$ cat src/rtl/core/frac_pkg.sv
// Package for the fraction arithmetic unit: widths, command codes, FSM states.
// No dependencies.
package frac_pkg;
    localparam int OPERAND_WIDTH_DEF = 16;
    localparam int NUM_OUT_W = 48;
    localparam int DEN_OUT_W = 31;
    localparam int CMD_W = 2;

    typedef enum logic [1:0] {
        CMD_ADD = 2'd0,
        CMD_SUB = 2'd1,
        CMD_MUL = 2'd2,
        CMD_MUL_ALT = 2'd3
    } t_cmd;

    typedef enum logic [3:0] {
        ST_IDLE,
        ST_MUL_P,
        ST_GCD,
        ST_DIV_N,
        ST_DIV_D,
        ST_LCM_Q,
        ST_LCM_L,
        ST_SCALE_A,
        ST_SCALE_B,
        ST_MUL_A,
        ST_MUL_B,
        ST_DONE
    } t_state;

    typedef struct packed {
        logic start;
        logic busy;
        logic done;
    } t_div_ctl;
endpackage

$ cat src/rtl/core/frac_if.sv
// Valid/ready channel interfaces for the fraction arithmetic unit.
// Depends on frac_pkg.
interface frac_in_if import frac_pkg::*; #(parameter int OW = OPERAND_WIDTH_DEF) ();
    logic              valid;
    logic              ready;
    logic [CMD_W-1:0]  command;
    logic signed [OW-1:0] num_a;
    logic [OW-2:0]     den_a;
    logic signed [OW-1:0] num_b;
    logic [OW-2:0]     den_b;
    modport source (output valid, command, num_a, den_a, num_b, den_b, input ready);
    modport sink   (input valid, command, num_a, den_a, num_b, den_b, output ready);
endinterface

interface frac_out_if import frac_pkg::*; ();
    logic                        valid;
    logic                        ready;
    logic signed [NUM_OUT_W-1:0] num_result;
    logic [DEN_OUT_W-1:0]        den_result;
    logic                        status;
    modport source (output valid, num_result, den_result, status, input ready);
    modport sink   (input valid, num_result, den_result, status, output ready);
endinterface

$ cat src/rtl/core/frac_div.sv
// Shared restoring divider: one quotient bit per cycle, 64-bit operands.
// Depends on frac_pkg.
module frac_div import frac_pkg::*; (
    input  logic        i_clk,
    input  logic        i_rst_n,
    input  logic        i_start,
    input  logic [63:0] i_dividend,
    input  logic [63:0] i_divisor,
    output t_div_ctl    o_ctl,
    output logic [63:0] o_quot,
    output logic [63:0] o_rem
);
    logic [63:0] r_q, n_q;
    logic [63:0] r_r, n_r;
    logic [63:0] r_d;
    logic [6:0]  r_cnt;
    logic        r_busy, r_done;
    logic [64:0] w_sh;
    logic [64:0] w_diff;

    always_comb begin
        w_sh   = {r_r, r_q[63]};
        w_diff = w_sh - {1'b0, r_d};
        if (!w_diff[64]) begin
            n_r = w_diff[63:0];
            n_q = {r_q[62:0], 1'b1};
        end else begin
            n_r = w_sh[63:0];
            n_q = {r_q[62:0], 1'b0};
        end
    end

    always_ff @(posedge i_clk) begin
        if (!i_rst_n) begin
            r_busy <= 1'b0;
            r_done <= 1'b0;
            r_cnt  <= '0;
        end else begin
            r_done <= 1'b0;
            if (i_start) begin
                r_busy <= 1'b1;
                r_cnt  <= 7'd64;
            end else if (r_busy) begin
                r_cnt <= r_cnt - 7'd1;
                if (r_cnt == 7'd1) begin
                    r_busy <= 1'b0;
                    r_done <= 1'b1;
                end
            end
        end
    end

    always_ff @(posedge i_clk) begin
        if (i_start) begin
            r_q <= i_dividend;
            r_r <= '0;
            r_d <= i_divisor;
        end else if (r_busy) begin
            r_q <= n_q;
            r_r <= n_r;
        end
    end

    assign o_ctl  = '{start: i_start, busy: r_busy, done: r_done};
    assign o_quot = r_q;
    assign o_rem  = r_r;
endmodule

$ cat src/rtl/core/frac_seq.sv
// Sequencer: drives the shared divider and one multiplier through gcd, lcm,
// scaling and reduction. Depends on frac_pkg and frac_div.
module frac_seq import frac_pkg::*; #(
    parameter int OW = OPERAND_WIDTH_DEF
) (
    input  logic               i_clk,
    input  logic               i_rst_n,
    input  logic               i_go,
    input  logic [CMD_W-1:0]   i_cmd,
    input  logic [OW-1:0]      i_na,
    input  logic [OW-2:0]      i_da,
    input  logic [OW-1:0]      i_nb,
    input  logic [OW-2:0]      i_db,
    input  logic               i_take,
    output logic               o_idle,
    output logic               o_done,
    output logic [NUM_OUT_W-1:0] o_num,
    output logic [DEN_OUT_W-1:0] o_den,
    output logic               o_status
);
    localparam int PW = 2 * OW + 2;

    t_state r_state, n_state;
    logic [63:0] r_na, r_nb, r_da, r_db;
    logic [63:0] r_x, r_y;      // gcd operands
    logic [63:0] r_mag, r_d, r_g, r_l, r_t;
    logic        r_neg, r_err, r_add;
    logic        w_start;
    logic [63:0] w_dvd, w_dvs;
    t_div_ctl    w_dc;
    logic [63:0] w_q, w_r;
    logic [63:0] w_ma, w_mb, w_prod;
    logic signed [PW-1:0] w_prod_full;
    logic [63:0] r_q_l;

    frac_div u_div (
        .i_clk(i_clk), .i_rst_n(i_rst_n), .i_start(w_start),
        .i_dividend(w_dvd), .i_divisor(w_dvs),
        .o_ctl(w_dc), .o_quot(w_q), .o_rem(w_r)
    );

    // every operand fits in OW+1 signed bits, so the product wraps like a 64-bit one
    assign w_prod_full = $signed(w_ma[OW:0]) * $signed(w_mb[OW:0]);
    assign w_prod      = 64'(w_prod_full);
    always_comb begin
        w_ma = r_na;
        w_mb = r_nb;
        unique case (r_state)
            ST_MUL_P:   begin w_ma = r_da;  w_mb = r_db; end
            ST_LCM_L:   begin w_ma = r_q_l; w_mb = r_db; end
            ST_MUL_A:   begin w_ma = r_na;  w_mb = r_t;  end
            ST_MUL_B:   begin w_ma = r_nb;  w_mb = r_t;  end
            default:    begin w_ma = r_na;  w_mb = r_nb; end
        endcase
    end

    always_comb begin
        n_state = r_state;
        w_start = 1'b0;
        w_dvd   = r_x;
        w_dvs   = r_y;
        unique case (r_state)
            ST_IDLE:  if (i_go) n_state = ST_MUL_P;
            ST_MUL_P: begin
                if (r_err) n_state = ST_DONE;
                else if (r_add) n_state = ST_GCD;
                else n_state = ST_GCD;
            end
            ST_GCD: begin
                // hold while the operands load
                if (!r_t[1] && !w_dc.busy && !w_dc.done) begin
                    if (r_y == 64'd0) n_state = r_add ? ST_LCM_Q : ST_DIV_N;
                    else w_start = 1'b1;
                end
            end
            ST_DIV_N: begin
                w_dvd = r_mag; w_dvs = r_g;
                if (!w_dc.busy && !w_dc.done) w_start = 1'b1;
                else if (w_dc.done) n_state = ST_DIV_D;
            end
            ST_DIV_D: begin
                w_dvd = r_d; w_dvs = r_g;
                if (!w_dc.busy && !w_dc.done && !r_t[0]) w_start = 1'b1;
                else if (w_dc.done) n_state = ST_DONE;
            end
            ST_LCM_Q: begin
                w_dvd = r_da; w_dvs = r_g;
                if (!w_dc.busy && !w_dc.done && !r_t[0]) w_start = 1'b1;
                else if (w_dc.done) n_state = ST_LCM_L;
            end
            ST_LCM_L:   n_state = ST_SCALE_A;
            ST_SCALE_A: begin
                w_dvd = r_l; w_dvs = r_da;
                if (!w_dc.busy && !w_dc.done && !r_t[0]) w_start = 1'b1;
                else if (w_dc.done) n_state = ST_MUL_A;
            end
            ST_MUL_A:   n_state = ST_SCALE_B;
            ST_SCALE_B: begin
                w_dvd = r_l; w_dvs = r_db;
                if (!w_dc.busy && !w_dc.done && !r_t[0]) w_start = 1'b1;
                else if (w_dc.done) n_state = ST_MUL_B;
            end
            ST_MUL_B:   n_state = ST_DONE;
            ST_DONE:    if (i_take) n_state = ST_IDLE;
            default:    n_state = ST_IDLE;
        endcase
    end

    always_ff @(posedge i_clk) begin
        if (!i_rst_n) r_state <= ST_IDLE;
        else          r_state <= n_state;
    end

    // r_t[0] marks "divide already launched" in the single-divide states other than ST_DIV_N
    always_ff @(posedge i_clk) begin
        if (!i_rst_n) begin
            r_t   <= '0;
            r_err <= 1'b0;
        end else begin
            unique case (r_state)
                ST_IDLE: if (i_go) begin
                    r_na  <= {{(64-OW){i_na[OW-1]}}, i_na};
                    r_nb  <= (i_cmd == CMD_SUB) ?
                             64'd0 - {{(64-OW){i_nb[OW-1]}}, i_nb} :
                             {{(64-OW){i_nb[OW-1]}}, i_nb};
                    r_da  <= {{(65-OW){1'b0}}, i_da};
                    r_db  <= {{(65-OW){1'b0}}, i_db};
                    r_err <= (i_da == '0) || (i_db == '0);
                    r_add <= !i_cmd[1];
                    r_neg <= 1'b0;
                    r_t   <= '0;
                end
                ST_MUL_P: begin
                    r_d    <= w_prod;
                    if (r_add) begin
                        r_x <= r_da;
                        r_y <= r_db;
                    end else begin
                        r_neg <= 1'b0;
                    end
                    r_t <= 64'd2;
                end
                ST_GCD: begin
                    if (r_t[1]) begin
                        // load multiply operands for gcd once
                        r_t <= '0;
                        if (!r_add) begin
                            r_neg <= w_prod[63];
                            r_mag <= w_prod[63] ? 64'd0 - w_prod : w_prod;
                            r_x   <= w_prod[63] ? 64'd0 - w_prod : w_prod;
                            r_y   <= r_d;
                        end
                    end else if (w_dc.done) begin
                        r_x <= r_y;
                        r_y <= w_r;
                    end else if (!w_dc.busy && r_y == 64'd0) begin
                        r_g <= (r_x == 64'd0) ? 64'd1 : r_x;
                    end
                end
                ST_DIV_N: if (w_dc.done) r_mag <= w_q;
                ST_DIV_D: begin
                    if (w_start) r_t <= 64'd1;
                    if (w_dc.done) begin r_d <= w_q; r_t <= '0; end
                end
                ST_LCM_Q: begin
                    if (w_start) r_t <= 64'd1;
                    if (w_dc.done) begin r_q_l <= w_q; r_t <= '0; end
                end
                ST_LCM_L: r_l <= w_prod;
                ST_SCALE_A: begin
                    if (w_start) r_t <= 64'd1;
                    if (w_dc.done) r_t <= w_q;
                end
                ST_MUL_A: begin r_mag <= w_prod; r_t <= '0; end
                ST_SCALE_B: begin
                    if (w_start) r_t <= 64'd1;
                    if (w_dc.done) r_t <= w_q;
                end
                ST_MUL_B: begin r_mag <= r_mag + w_prod; r_d <= r_l; end
                default: ;
            endcase
        end
    end

    logic [63:0] w_num;
    assign w_num    = (!r_add && r_neg) ? 64'd0 - r_mag : r_mag;
    assign o_idle   = (r_state == ST_IDLE);
    assign o_done   = (r_state == ST_DONE);
    assign o_num    = r_err ? '0 : w_num[NUM_OUT_W-1:0];
    assign o_den    = r_err ? '0 : r_d[DEN_OUT_W-1:0];
    assign o_status = r_err;
endmodule

$ cat src/rtl/core/fraction_arith_unit.sv
// Top level of the fraction arithmetic unit: channel ports around the sequencer.
// Depends on frac_pkg, frac_if, frac_seq.
//
// One item at a time. A zero denominator skips the divider and goes from the
// accept through ST_MUL_P to ST_DONE. Otherwise every Euclid step and every divide
// in the lcm, scaling and reduction uses the single shared restoring divider,
// so the number of Euclid steps on the operands sets how long an item takes.
// The result is held until taken; the next item is accepted after that.
module fraction_arith_unit import frac_pkg::*; #(
    parameter int OPERAND_WIDTH = OPERAND_WIDTH_DEF
) (
    input  logic i_clk,
    input  logic i_rst_n,
    frac_in_if.sink    in_ch,
    frac_out_if.source out_ch
);
    logic w_idle, w_done;

    frac_seq #(.OW(OPERAND_WIDTH)) u_seq (
        .i_clk(i_clk), .i_rst_n(i_rst_n),
        .i_go(in_ch.valid && w_idle),
        .i_cmd(in_ch.command),
        .i_na(in_ch.num_a), .i_da(in_ch.den_a),
        .i_nb(in_ch.num_b), .i_db(in_ch.den_b),
        .i_take(out_ch.ready),
        .o_idle(w_idle), .o_done(w_done),
        .o_num(out_ch.num_result), .o_den(out_ch.den_result),
        .o_status(out_ch.status)
    );

    assign in_ch.ready  = w_idle;
    assign out_ch.valid = w_done;
endmodule
$ cat src/flat_wrapper.sv
// flat-port wrapper written by rule: the top's interface ports become plain ports
module fraction_arith_unit_flat import frac_pkg::*;
#(
    parameter int OPERAND_WIDTH = OPERAND_WIDTH_DEF
)
  (i_clk, i_rst_n, in_ch_valid, in_ch_command, in_ch_num_a, in_ch_den_a, in_ch_num_b, in_ch_den_b, in_ch_ready, out_ch_valid, out_ch_num_result, out_ch_den_result, out_ch_status, out_ch_ready);
  frac_in_if in_ch_i ();
  frac_out_if out_ch_i ();
  input  logic i_clk;
  input  logic i_rst_n;
  input wire logic [$bits(in_ch_i.valid)-1:0] in_ch_valid;
  input wire logic [$bits(in_ch_i.command)-1:0] in_ch_command;
  input wire logic [$bits(in_ch_i.num_a)-1:0] in_ch_num_a;
  input wire logic [$bits(in_ch_i.den_a)-1:0] in_ch_den_a;
  input wire logic [$bits(in_ch_i.num_b)-1:0] in_ch_num_b;
  input wire logic [$bits(in_ch_i.den_b)-1:0] in_ch_den_b;
  output wire logic [$bits(in_ch_i.ready)-1:0] in_ch_ready;
  output wire logic [$bits(out_ch_i.valid)-1:0] out_ch_valid;
  output wire logic [$bits(out_ch_i.num_result)-1:0] out_ch_num_result;
  output wire logic [$bits(out_ch_i.den_result)-1:0] out_ch_den_result;
  output wire logic [$bits(out_ch_i.status)-1:0] out_ch_status;
  input wire logic [$bits(out_ch_i.ready)-1:0] out_ch_ready;
  assign in_ch_i.valid = in_ch_valid;
  assign in_ch_i.command = in_ch_command;
  assign in_ch_i.num_a = in_ch_num_a;
  assign in_ch_i.den_a = in_ch_den_a;
  assign in_ch_i.num_b = in_ch_num_b;
  assign in_ch_i.den_b = in_ch_den_b;
  assign in_ch_ready = in_ch_i.ready;
  assign out_ch_valid = out_ch_i.valid;
  assign out_ch_num_result = out_ch_i.num_result;
  assign out_ch_den_result = out_ch_i.den_result;
  assign out_ch_status = out_ch_i.status;
  assign out_ch_i.ready = out_ch_ready;
  fraction_arith_unit #(.OPERAND_WIDTH(OPERAND_WIDTH)) u_core (.i_clk(i_clk), .i_rst_n(i_rst_n), .in_ch(in_ch_i), .out_ch(out_ch_i));
endmodule
$ cat config.mk
export PLATFORM = sky130hd
export DESIGN_NAME = fraction_arith_unit_flat
export DESIGN_NICKNAME = d
export VERILOG_FILES = /design/src/rtl/core/frac_pkg.sv /design/src/rtl/core/frac_if.sv /design/src/rtl/core/frac_div.sv /design/src/rtl/core/frac_seq.sv /design/src/rtl/core/fraction_arith_unit.sv /design/src/flat_wrapper.sv
export SDC_FILE = /design/constraint.sdc
export NUM_CORES = 2
export LEC_CHECK = 0
export BUFFER_PORTS_ARGS = -buffer_cell sky130_fd_sc_hd__buf_2
export CORE_MARGIN = 10
export CORE_UTILIZATION = 35
export DETAILED_ROUTE_END_ITERATION = 8
export SLEW_MARGIN = 0
export SYNTH_ARGS = -nofsm -noshare
export SYNTH_HDL_FRONTEND = slang
export SYNTH_SLANG_ARGS = --single-unit
$ cat constraint.sdc
create_clock -name i_clk -period 14.77 [get_ports i_clk]
set_input_delay 1.477 -clock i_clk [delete_from_list [all_inputs] [get_ports i_clk]]
set_output_delay 1.477 -clock i_clk [all_outputs]
set_load 0.01 [all_outputs]
==> results_dict.tcl <==
set metrics [dict create \
    crit_fanout 46 \
    period_minus_slack_ns 13.54 \
    design.die.area_mm2 0.1592 \
    synthMuxAreaShare 0.01498 \
    async_flop_share 0 \
    grt_pass1_wl_um 273600 \
    synth-seq-cells 659 \
    core_mm2 0.1431 \
    layout_common_cells "edfxtp_1 (564), nand2_1 (490), inv_1 (480), nor2_1 (420), a21oi_1 (339)" \
    die_x_um 399.1 \
    clkSinkCount 659 \
    grt_max_degree 84 \
    hold_buffers 0 \
    post_cts_buffers 0 \
    drive_above_1_share 0.07820 \
    hold_depth 0 \
    area_growth_syn_to_layout_pct 9.452 \
    synth-xor-area-share 0.04103 \
    crit_slowest_cell "dfxtp_1" \
    synthTopCellsByArea "edfxtp_1 (34%), fa_1 (12%), ha_1 (5.4%)" \
    syn-num-nets 5855 \
    clock_skew_ns 0.04077 \
    cp-end-kind "register" \
    grt_pass1_vias 40879 \
    worstHoldPathType "reg2reg" \
    start_kind "register" \
    gp_congestion 0.9940 \
    tritoncts "built" \
    hold_viol_final 0 \
    ys_types 103 \
    cts_max_level 3 \
    clkTransAtPathRegs_ns 0.07 \
    synth_compound_area_frac 0.1900 \
    synth_top_area_frac 0.3368 \
    path_class "reg2reg" \
    clk_path_buf_depth 3 \
    rsz0062_at_grt "no" \
    vias_per_cell 5.909 \
    status "complete, no violations" \
    synth_fa_ha_area_frac 0.1731 \
    wl_um 185300 \
    drv_slew 0 \
    syn_inst 5270 \
    max-cap-violations 0 \
    synthFlopType "edfxtp_1" \
    worstPathRequired_ns 15.20 \
    final_net_count 5783 \
    fin_crit_sh 0.9167 \
    setup_tns_ns 0 \
    row_count 139 \
    insertion_delay_ns 0.69 \
    antenna_found_initial 12 \
    die_h_um 399.1 \
    ctsRootBufferMaster "clkbuf_16" \
    synth_edf_count 564 \
    yosys.area_share.simple 0.1417 \
    mostFrequentLayoutCell "edfxtp_1" \
    first_iter_violations 5241 \
    max_freq_mhz 73.86 \
    initial_utilization 0.3513 \
    num_vias 42325 \
    report.final.setup_viol 0 \
    io_pins 150 \
    dpl.hpwl_um 138600 \
    tightest_slew_ns 1.314 \
    io_buffer_count 149 \
    synth_top_family_by_area "compound AO/OA/AOI/OAI gates" \
    synth_area_mm2 0.05029 \
    ant_nets 0 \
    drc 0 \
    synth_largest_area_cell "edfxtp_1" \
    overflow 0 \
    ys.warnings.count 0 \
    numCtsBuffers 73 \
    syn_area_per_cell_um2 9.542 \
    cp_data_arrival_time_ns 13.97 \
    track_usage 0.2257 \
    relSlewSlack 0.1185 \
    reg2reg_depth 36 \
    yosysSeqAreaShare 0.3746 \
    ctsResizeCount 0 \
    firstDrtPassIters 9 \
    critPathMaxStageDelay_ns 1.03 \
    wire_per_inst_um 25.87 \
]
==> cell usage after synthesis (all sizes together) (41+ instances only) <==
cell / number
edfxtp: 564
nand2: 491
inv: 486
nor2: 431
a21oi: 343
o21ai: 337
clkbuf: 334
fa: 298
ha: 219
xnor2: 145
a21o: 144
nand3: 129
dfxtp: 95
xor2: 88
nor2b: 76
a221o: 74
mux2i: 73
a222oi: 70
nor3: 64
nand4: 62
a22oi: 61
nor4: 61
and2: 58
a22o: 56
o21a: 41
==> logic make-up (layout without fill, tap and decap cells) <==
family,Yosys count,count (layout)
other,0,4
multiplexers,75,75
AO/OA/AOI/OAI,1413,1413
adder cells (fa/ha/maj),517,517
flip-flops,659,659
XOR/XNOR,233,233
AND/OR/NAND/NOR,1514,1514
buffers and inverters,859,845
==> sequential cells by signal, indices dropped and copies added (netlist names), 4 cells and up <==
| signal | flops |
|---|---|
| u_core.u_seq.r_nb | 17 |
| u_core.u_seq.r_l | 34 |
| u_core.u_seq.u_div.r_d | 64 |
| u_core.u_seq.r_y | 64 |
| u_core.u_seq.r_da | 15 |
| u_core.u_seq.r_t | 17 |
| u_core.u_seq.u_div.o_rem | 64 |
| u_core.u_seq.u_div.r_cnt | 7 |
| u_core.u_seq.r_mag | 64 |
| u_core.u_seq.r_d | 64 |
| u_core.u_seq.r_g | 64 |
| u_core.u_seq.r_q_l | 17 |
| u_core.u_seq.r_na | 16 |
| u_core.u_seq.r_x | 64 |
| u_core.u_seq.r_db | 15 |
| u_core.u_seq.u_div.o_quot | 64 |
| u_core.u_seq.r_state | 4 |
==> area by class of cell <==
cell class | instances | area (µm²)
Multi-Input combinational cell | 3752 | 28340
Tap cell | 1903 | 2381
Fill cell | 14256 | 88090
Clock inverter | 38 | 361.6
Timing Repair Buffer | 226 | 1324
Sequential cell | 659 | 18850
Clock buffer | 95 | 1949
Antenna cell | 4 | 10.01
Inverter | 486 | 1826
==> layer usage <==
layer  track usage  vias to the layer above  routed length [µm]
met4       0.07036                        4                6154
met5             0                        -                  33
met3       0.05367                      329               20050
li1              -                    18696                   -
met2        0.3522                     2281               82860
met1        0.3082                    21015               76210
==> path summary, 6_finish.rpt <==
path / from / slack [ns] / endpoint
worst max-delay path: u_core.u_seq.r_state[3] / 1.23 / u_core.u_seq.r_mag[58]
worst min-delay path: u_core.u_seq.r_x[19] / 0.47 / u_core.u_seq.r_g[19]
worst max register to register: u_core.u_seq.r_state[3] / 1.23 / u_core.u_seq.r_mag[58]
worst min register to register: u_core.u_seq.r_x[19] / 0.47 / u_core.u_seq.r_g[19]
==> worst max-delay path: cells and delay by family, from the launching register on <==
family,cells,cell delay (ns)
AOI/OAI and AO/OA,15,4.81
adders and majority gates,8,3.81
and+or+nand+nor,6,2.40
buffers and inverters,6,1.14
DFF,1,1.03
xor gates and xnor gates,1,0.09
==> through the flow <==
step                cells    util  cell area (µm²)  setup WS [ns]  hold slack, ns
finish               7163  0.3845            55040          1.231          0.4709
global route         7159  0.3845            55030         0.4351          0.4770
CTS                  7159  0.3845            55030          1.408          0.4569
detailed placement   7026  0.3683            52720          1.429          0.4729
global placement     7026  0.3683            52720          1.661          0.4660
floorplan            5270       -            50290          3.012          0.4671
Power is left out: the tool's default activity adds up to more than one toggle a clock period on the data nets, which glitch-free logic cannot reach.
